**config.mk**
```make
export PLATFORM = sky130hd
export DESIGN_NAME = sccr_ctrl
export DESIGN_NICKNAME = d
export VERILOG_FILES = /design/src/hdl/sccr_pkg.sv /design/src/hdl/sccr_ctrl.sv
export SDC_FILE = /design/constraint.sdc
export NUM_CORES = 1
export LEC_CHECK = 0
export BUFFER_PORTS_ARGS = -buffer_cell sky130_fd_sc_hd__buf_2
export CAP_MARGIN = 20
export CORE_MARGIN = 5
export CORE_UTILIZATION = 29
export CTS_BUF_LIST = sky130_fd_sc_hd__clkbuf_4 sky130_fd_sc_hd__clkbuf_8
export CTS_CLUSTER_DIAMETER = 30
export DETAILED_ROUTE_END_ITERATION = 12
export PLACE_DENSITY = 0.49
export SLEW_MARGIN = 20
export SYNTH_ARGS = -nofsm -noshare
export SYNTH_HDL_FRONTEND = slang
export SYNTH_SLANG_ARGS = --single-unit
```
**constraint.sdc**
```tcl
create_clock -name clk -period 4 [get_ports clk]
set_input_delay 0.2 -clock clk [delete_from_list [all_inputs] [get_ports clk]]
set_output_delay 0.2 -clock clk [all_outputs]
set_load 0.02 [all_outputs]
```
**src/hdl/sccr_pkg.sv**
```systemverilog
// Shared types and constants for the streaming covariance / correlation block.
// Holds the channel payload structs, controller commands and status codes.
// No dependencies.
package sccr_pkg;

  localparam int unsigned CfgIdxW = 3;

  // Configuration register indexes
  localparam logic [CfgIdxW-1:0] REG_MEAN_X = 3'd0;
  localparam logic [CfgIdxW-1:0] REG_MEAN_Y = 3'd1;
  localparam logic [CfgIdxW-1:0] REG_X_POP  = 3'd2;
  localparam logic [CfgIdxW-1:0] REG_Y_POP  = 3'd3;

  // Result status codes
  localparam logic [1:0] ST_OK       = 2'd0;
  localparam logic [1:0] ST_FEW      = 2'd1;
  localparam logic [1:0] ST_ZERO_VAR = 2'd2;

  // Multiplier operand selects
  localparam logic [2:0] MUL_XY  = 3'd0;
  localparam logic [2:0] MUL_XX  = 3'd1;
  localparam logic [2:0] MUL_YY  = 3'd2;
  localparam logic [2:0] MUL_P00 = 3'd3;
  localparam logic [2:0] MUL_P01 = 3'd4;
  localparam logic [2:0] MUL_P10 = 3'd5;
  localparam logic [2:0] MUL_P11 = 3'd6;

  // Accumulator update selects
  localparam logic [1:0] ACC_NONE  = 2'd0;
  localparam logic [1:0] ACC_CROSS = 2'd1;
  localparam logic [1:0] ACC_SQX   = 2'd2;
  localparam logic [1:0] ACC_SQY   = 2'd3;

  // Radicand build operations
  localparam logic [1:0] RAD_NONE  = 2'd0;
  localparam logic [1:0] RAD_LOAD  = 2'd1;
  localparam logic [1:0] RAD_ADD32 = 2'd2;
  localparam logic [1:0] RAD_ADD64 = 2'd3;

  // Divider source selects
  localparam logic [1:0] DIV_CROSS = 2'd0;
  localparam logic [1:0] DIV_SQX   = 2'd1;
  localparam logic [1:0] DIV_SQY   = 2'd2;

  localparam logic [62:0] VarMax = {63{1'b1}};

  typedef struct packed {
    logic signed [31:0] sample_x;
    logic signed [31:0] sample_y;
    logic               last_sample;
  } in_t;

  typedef struct packed {
    logic signed [63:0] covariance_out;
    logic        [62:0] variance_x_out;
    logic        [62:0] variance_y_out;
    logic signed [31:0] correlation_out;
    logic        [16:0] pair_count;
    logic        [1:0]  status;
  } out_t;

  typedef struct packed {
    logic       capture;
    logic [2:0] mul_sel;
    logic [1:0] acc_sel;
    logic       div_load;
    logic       div_step;
    logic       div_store;
    logic [1:0] div_sel;
    logic [1:0] rad_op;
    logic       sqrt_init;
    logic       sqrt_step;
    logic       corr_init;
    logic       corr_step;
    logic       set_few;
    logic       set_zero;
    logic       set_corr;
    logic       emit;
  } cmd_t;

  typedef struct packed {
    logic full;
    logic last;
    logic few;
    logic var_zero;
    logic out_busy;
  } stat_t;

endpackage

```
**src/hdl/sccr_ctrl.sv**
```systemverilog
// Sequencer for the covariance / correlation block.
// Drives the datapath by cmd_t and reads back stat_t; depends on sccr_pkg.
module sccr_ctrl import sccr_pkg::*; (
  input  logic  clk,
  input  logic  rst,
  input  logic  in_valid,
  output logic  in_ready,
  input  stat_t stat,
  output cmd_t  cmd
);

  localparam logic [3:0] S_IDLE = 4'd0;
  localparam logic [3:0] S_ACC0 = 4'd1;
  localparam logic [3:0] S_ACC1 = 4'd2;
  localparam logic [3:0] S_ACC2 = 4'd3;
  localparam logic [3:0] S_ACC3 = 4'd4;
  localparam logic [3:0] S_FIN  = 4'd5;
  localparam logic [3:0] S_DIV  = 4'd6;
  localparam logic [3:0] S_DST  = 4'd7;
  localparam logic [3:0] S_CHK  = 4'd8;
  localparam logic [3:0] S_P1   = 4'd9;
  localparam logic [3:0] S_P2   = 4'd10;
  localparam logic [3:0] S_P3   = 4'd11;
  localparam logic [3:0] S_P4   = 4'd12;
  localparam logic [3:0] S_SQ   = 4'd13;
  localparam logic [3:0] S_CR   = 4'd14;
  localparam logic [3:0] S_EMIT = 4'd15;

  localparam logic [6:0] DivLast  = 7'd63;
  localparam logic [6:0] SqrtLast = 7'd62;
  localparam logic [6:0] CorrLast = 7'd93;

  logic [3:0] state, state_next;
  logic [6:0] cnt, cnt_next;
  logic [1:0] dsel, dsel_next;

  assign in_ready = (state == S_IDLE);

  // Advance state, step counter and divider source
  always_ff @(posedge clk) begin
    if (rst) begin
      state <= S_IDLE;
      cnt   <= '0;
      dsel  <= DIV_CROSS;
    end else begin
      state <= state_next;
      cnt   <= cnt_next;
      dsel  <= dsel_next;
    end
  end

  // Decode commands and next state
  always_comb begin
    cmd        = '0;
    cmd.mul_sel = MUL_XY;
    cmd.acc_sel = ACC_NONE;
    cmd.rad_op  = RAD_NONE;
    cmd.div_sel = dsel;
    state_next = state;
    cnt_next   = cnt;
    dsel_next  = dsel;
    unique case (state)
      S_IDLE: begin
        if (in_valid) begin
          cmd.capture = 1'b1;
          state_next  = S_ACC0;
        end
      end
      S_ACC0: begin
        cmd.mul_sel = MUL_XY;
        if (stat.full) state_next = stat.last ? S_FIN : S_IDLE;
        else state_next = S_ACC1;
      end
      S_ACC1: begin
        cmd.acc_sel = ACC_CROSS;
        cmd.mul_sel = MUL_XX;
        state_next  = S_ACC2;
      end
      S_ACC2: begin
        cmd.acc_sel = ACC_SQX;
        cmd.mul_sel = MUL_YY;
        state_next  = S_ACC3;
      end
      S_ACC3: begin
        cmd.acc_sel = ACC_SQY;
        state_next  = stat.last ? S_FIN : S_IDLE;
      end
      S_FIN: begin
        if (stat.few) begin
          cmd.set_few = 1'b1;
          state_next  = S_EMIT;
        end else begin
          cmd.div_load = 1'b1;
          cmd.div_sel  = DIV_CROSS;
          dsel_next    = DIV_CROSS;
          cnt_next     = '0;
          state_next   = S_DIV;
        end
      end
      S_DIV: begin
        cmd.div_step = 1'b1;
        cnt_next     = cnt + 7'd1;
        if (cnt == DivLast) state_next = S_DST;
      end
      S_DST: begin
        cmd.div_store = 1'b1;
        cnt_next      = '0;
        if (dsel == DIV_SQY) begin
          state_next = S_CHK;
        end else begin
          cmd.div_load = 1'b1;
          cmd.div_sel  = dsel + 2'd1;
          dsel_next    = dsel + 2'd1;
          state_next   = S_DIV;
          // store uses the current select, load the next one
        end
      end
      S_CHK: begin
        if (stat.var_zero) begin
          cmd.set_zero = 1'b1;
          state_next   = S_EMIT;
        end else begin
          cmd.mul_sel = MUL_P00;
          state_next  = S_P1;
        end
      end
      S_P1: begin
        cmd.rad_op  = RAD_LOAD;
        cmd.mul_sel = MUL_P01;
        state_next  = S_P2;
      end
      S_P2: begin
        cmd.rad_op  = RAD_ADD32;
        cmd.mul_sel = MUL_P10;
        state_next  = S_P3;
      end
      S_P3: begin
        cmd.rad_op  = RAD_ADD32;
        cmd.mul_sel = MUL_P11;
        state_next  = S_P4;
      end
      S_P4: begin
        cmd.rad_op    = RAD_ADD64;
        cmd.sqrt_init = 1'b1;
        cnt_next      = '0;
        state_next    = S_SQ;
      end
      S_SQ: begin
        cmd.sqrt_step = 1'b1;
        cnt_next      = cnt + 7'd1;
        if (cnt == SqrtLast) begin
          cmd.corr_init = 1'b0;
          cnt_next      = '0;
          state_next    = S_CR;
        end
      end
      S_CR: begin
        // init, 94 quotient steps, then latch the finished quotient
        cmd.corr_step = (cnt != '0) && (cnt != CorrLast + 7'd2);
        cmd.corr_init = (cnt == '0);
        cnt_next      = cnt + 7'd1;
        if (cnt == CorrLast + 7'd2) begin
          cmd.set_corr = 1'b1;
          state_next   = S_EMIT;
        end
      end
      S_EMIT: begin
        if (!stat.out_busy) begin
          cmd.emit   = 1'b1;
          state_next = S_IDLE;
        end
      end
      default: state_next = S_IDLE;
    endcase
  end

endmodule

```
==> results.py <==
metrics = {
    "yosys": {
        "synth-xor-area-share_pct": 6.17,
        "synth.net_count": 159,
        "async_flop_share_pct": 0,
        "synthDistinctLibCells": 45,
        "synth_area_leader_cell": "dfxtp_1",
        "ys.flop_type": "dfxtp_1",
        "ys_seq_area_share_pct": 22.9,
        "syn_inst": 146,
        "synth_warnings": 0,
        "synthAdderAreaFrac_pct": 5.51,
        "yosys.area_share.simple_pct": 38.6,
        "muxShareOfSynthArea_pct": 1.76,
        "synth_edf_count": 0,
        "synth_top_cell_area_share_pct": 22.9,
        "ys_seq_elements": 13,
        "syn_area_per_cell_um2": 7.77,
        "synth_top_family_by_area": "simple AND/OR/NAND/NOR gates",
        "syn-cell-area_mm2": 0.00113,
        "synth_area_leaders": "dfxtp_1 23%, nor2_1 6.0%, ha_1 5.5%",
        "synth_compound_area_share_pct": 18.5,
    },
    "route": {
        "postRouteAntennaNets": 0,
        "vias_per_cell": 4.93,
        "drt_iter0_drc": 87,
        "wirelength_um": 2790,
        "drtPass1Iterations": 4,
        "post_drt_wl_per_cell_um": 12.8,
        "remaining_drc_errors": 0,
        "vias": 1075,
    },
    "sta": {
        "finalSetupViolCount": 0,
        "finalCriticalPeriod_ns": 2.23,
        "finClkSkew_ns": 0.00246,
        "fmax_mhz": 449,
        "worst_pin_slew_ns": 0.759,
        "tns_ns": 0,
        "rsz0062_at_grt": "no",
        "fin_crit_sh_pct": 55.6,
        "slew_headroom_pct": 49.3,
        "hold_viol_final": 0,
        "slew_violations": 0,
    },
    "global_route": {
        "antenna_found_initial": 0,
        "grt_max_degree": 24,
        "grt_pass1_vias": 994,
        "grt_usage_pct": 10.9,
        "grt_pass1_wl_um": 4660,
        "overflow": 0,
    },
    "power_and_ir_drop": {
        "peakVddDrop_mv": 0.119,
        "p_per_area_mw_per_mm2": 424,
        "leakagePower_uw": 0.000576,
    },
    "finish": {
        "final_area_mm2": 0.00134,
        "final_nets": 184,
        "num_antenna_cells": 0,
        "syn2layout_area_growth_pct": 17.9,
        "fillers": 408,
        "drive_gt1_share_pct": 25.9,
        "final_cell_count_no_fill": 218,
    },
    "clock_network": {
        "cts_hold_buffers": 0,
        "cts_sinks": 13,
        "cts_htree_levels": 1,
        "postCtsSetupRepairBufs": 0,
        "clock_latency_ns": 0.24,
        "cts_resized": 0,
        "cts.clk_slew.worst_paths_ns": 0.06,
        "root_buffer": "clkbuf_8",
        "clk_path_buf_depth": 2,
        "cts_tree": "yes",
        "numCtsBuffers": 3,
    },
    "hold_path": {
        "worstHoldPathType": "in2reg",
        "worstHoldStart": "rst",
    },
    "setup_path": {
        "cp_slowest_cell": "dfxtp_1",
        "r2r_slack_ns": 2.12,
        "worst_r2r_endpoint": "state[1]$_SDFFE_PP0P_",
        "start_kind": "flip-flop",
        "critPathTopFamily": "flip-flops",
        "r2r-start": "state[0]$_SDFFE_PP0P_",
        "crit_type": "reg2out",
        "worstPathRequired_ns": 3.80,
        "crit_arrival_ns": 2.03,
        "critPathMaxFanout": 23,
        "worstSetupStartpoint": "state[0]$_SDFFE_PP0P_",
        "path_buf_inv": 1,
        "reg2reg_depth": 5,
        "cp_slowest_stage_delay_ns": 0.81,
        "cp_cell_sequence": "nand2_1 -> or2_2 -> a21oi_1 -> buf_2",
        "worstSetupEndpoint": "cmd[16]",
        "endpoint_kind": "primary output",
        "path_depth": 4,
    },
    "place": {
        "dp_hpwl_um": 2150,
        "finalWeightedCongestion": 0.788,
        "place_area_mm2": 0.00129,
        "io_buffers": 29,
        "place_inst": 214,
    },
    "floorplanning": {
        "die-area_mm2": 0.00526,
        "rows": 22,
        "die_h_um": 72.6,
        "core_mm2": 0.00372,
        "die_x_um": 72.6,
        "initial_core_util_pct": 30.5,
        "io_pins": 30,
    },
    "flow_run": {
        "maxCapViolCount": 0,
    },
    "outcome": {
        "status": "finished, final reports clean",
    },
}
## layer usage
metal	vias up	GRT usage, %	share of wire (%)
met5	-	0	0
met1	486	14.2	45
met4	0	4.30	1.2
met3	2	1.66	5.7
met2	25	18.0	48
li1	562	-	-
## cells in the mapped netlist, types with 2 or more instances
| library cell | number |
|---|---|
| a21oi_1 | 6 |
| nand2_1 | 11 |
| mux2i_1 | 2 |
| inv_1 | 6 |
| a21oi_2 | 2 |
| a22o_1 | 2 |
| dfxtp_1 | 13 |
| nor3_1 | 6 |
| buf_4 | 3 |
| nor2_1 | 18 |
| o21ai_0 | 2 |
| and3_1 | 4 |
| o211ai_1 | 2 |
| nor2b_1 | 10 |
| buf_2 | 5 |
| nand3_1 | 7 |
| nand2b_1 | 4 |
| ha_1 | 5 |
| xnor2_1 | 3 |
| nand4_1 | 3 |
| and2_1 | 4 |
| xor2_1 | 5 |
## cell usage in the layout (no fill, tap or decap), types with 5 or more instances in the layout
cell / synthesis / final
buf_2: 5 / 29
ha_1: 5 / 5
a21oi_1: 6 / 6
inv_1: 6 / 6
nand2_1: 11 / 11
dfxtp_1: 13 / 13
nand3_1: 7 / 7
xor2_1: 5 / 5
nor2_1: 18 / 18
nor3_1: 6 / 6
nor2b_1: 10 / 10
## logic make-up after synthesis
| group | count (synthesis) |
|---|---|
| flip-flops | 13 |
| AO/OA/AOI/OAI | 25 |
| AND/OR/NAND/NOR | 78 |
| multiplexers | 2 |
| buffers and inverters | 15 |
| adder cells (fa/ha/maj) | 5 |
| XOR/XNOR | 8 |
## worst reg2reg max path: stages, from the launching register on
cell and delay, ns:
dfxtp_1 0.81, nor2b_1 0.23, o22a_1 0.25, a211o_1 0.26, mux2i_1 0.16, nor2_1 0.05
## worst min path at each step
stage	endpoint	cells past startpoint	slack, ns
after CTS	state[0]$_SDFFE_PP0P_	2	0.23
after global placement	state[0]$_SDFFE_PP0P_	2	0.50
after floorplan	state[0]$_SDFFE_PP0P_	1	0.26
final	state[0]$_SDFFE_PP0P_	2	0.23
after global routing	state[0]$_SDFFE_PP0P_	2	0.25
after detailed placement	state[0]$_SDFFE_PP0P_	2	0.50
## state kept, by name (all words and copies together) (netlist names)
signal,count
cnt,7
state,4
dsel,2
## report_power, final
group	leakage [uW]	internal (uW)	switching (uW)	total, uW
Combinational	0.000445	101	131	232
Sequential	0.000105	142	66.2	208
Clock	0.0000262	77.2	49.5	127
## final cells by class
type | instances | area, um^2 | share of cell area (%)
multi-input combinational | 118 | 801 | 59.9
sequential | 13 | 260 | 19.5
timing repair buffer | 29 | 145 | 10.9
tap | 48 | 60.1 | 4.49
clock buffer | 4 | 48.8 | 3.65
inverter | 6 | 22.5 | 1.68
## per-stage QoR
stage               hold slack (ns)  setup slack [ns]  util [%]  total power (uW)
floorplan                     0.262              2.37         -               395
global route                  0.247              1.59      36.0               611
global placement              0.496              2.11      34.7               445
finish                        0.227              1.77      36.0               567
CTS                           0.234              1.77      36.0               577
detailed placement            0.498              2.05      34.7               445
No activity file was read; power rests on OpenSTA's default activity.
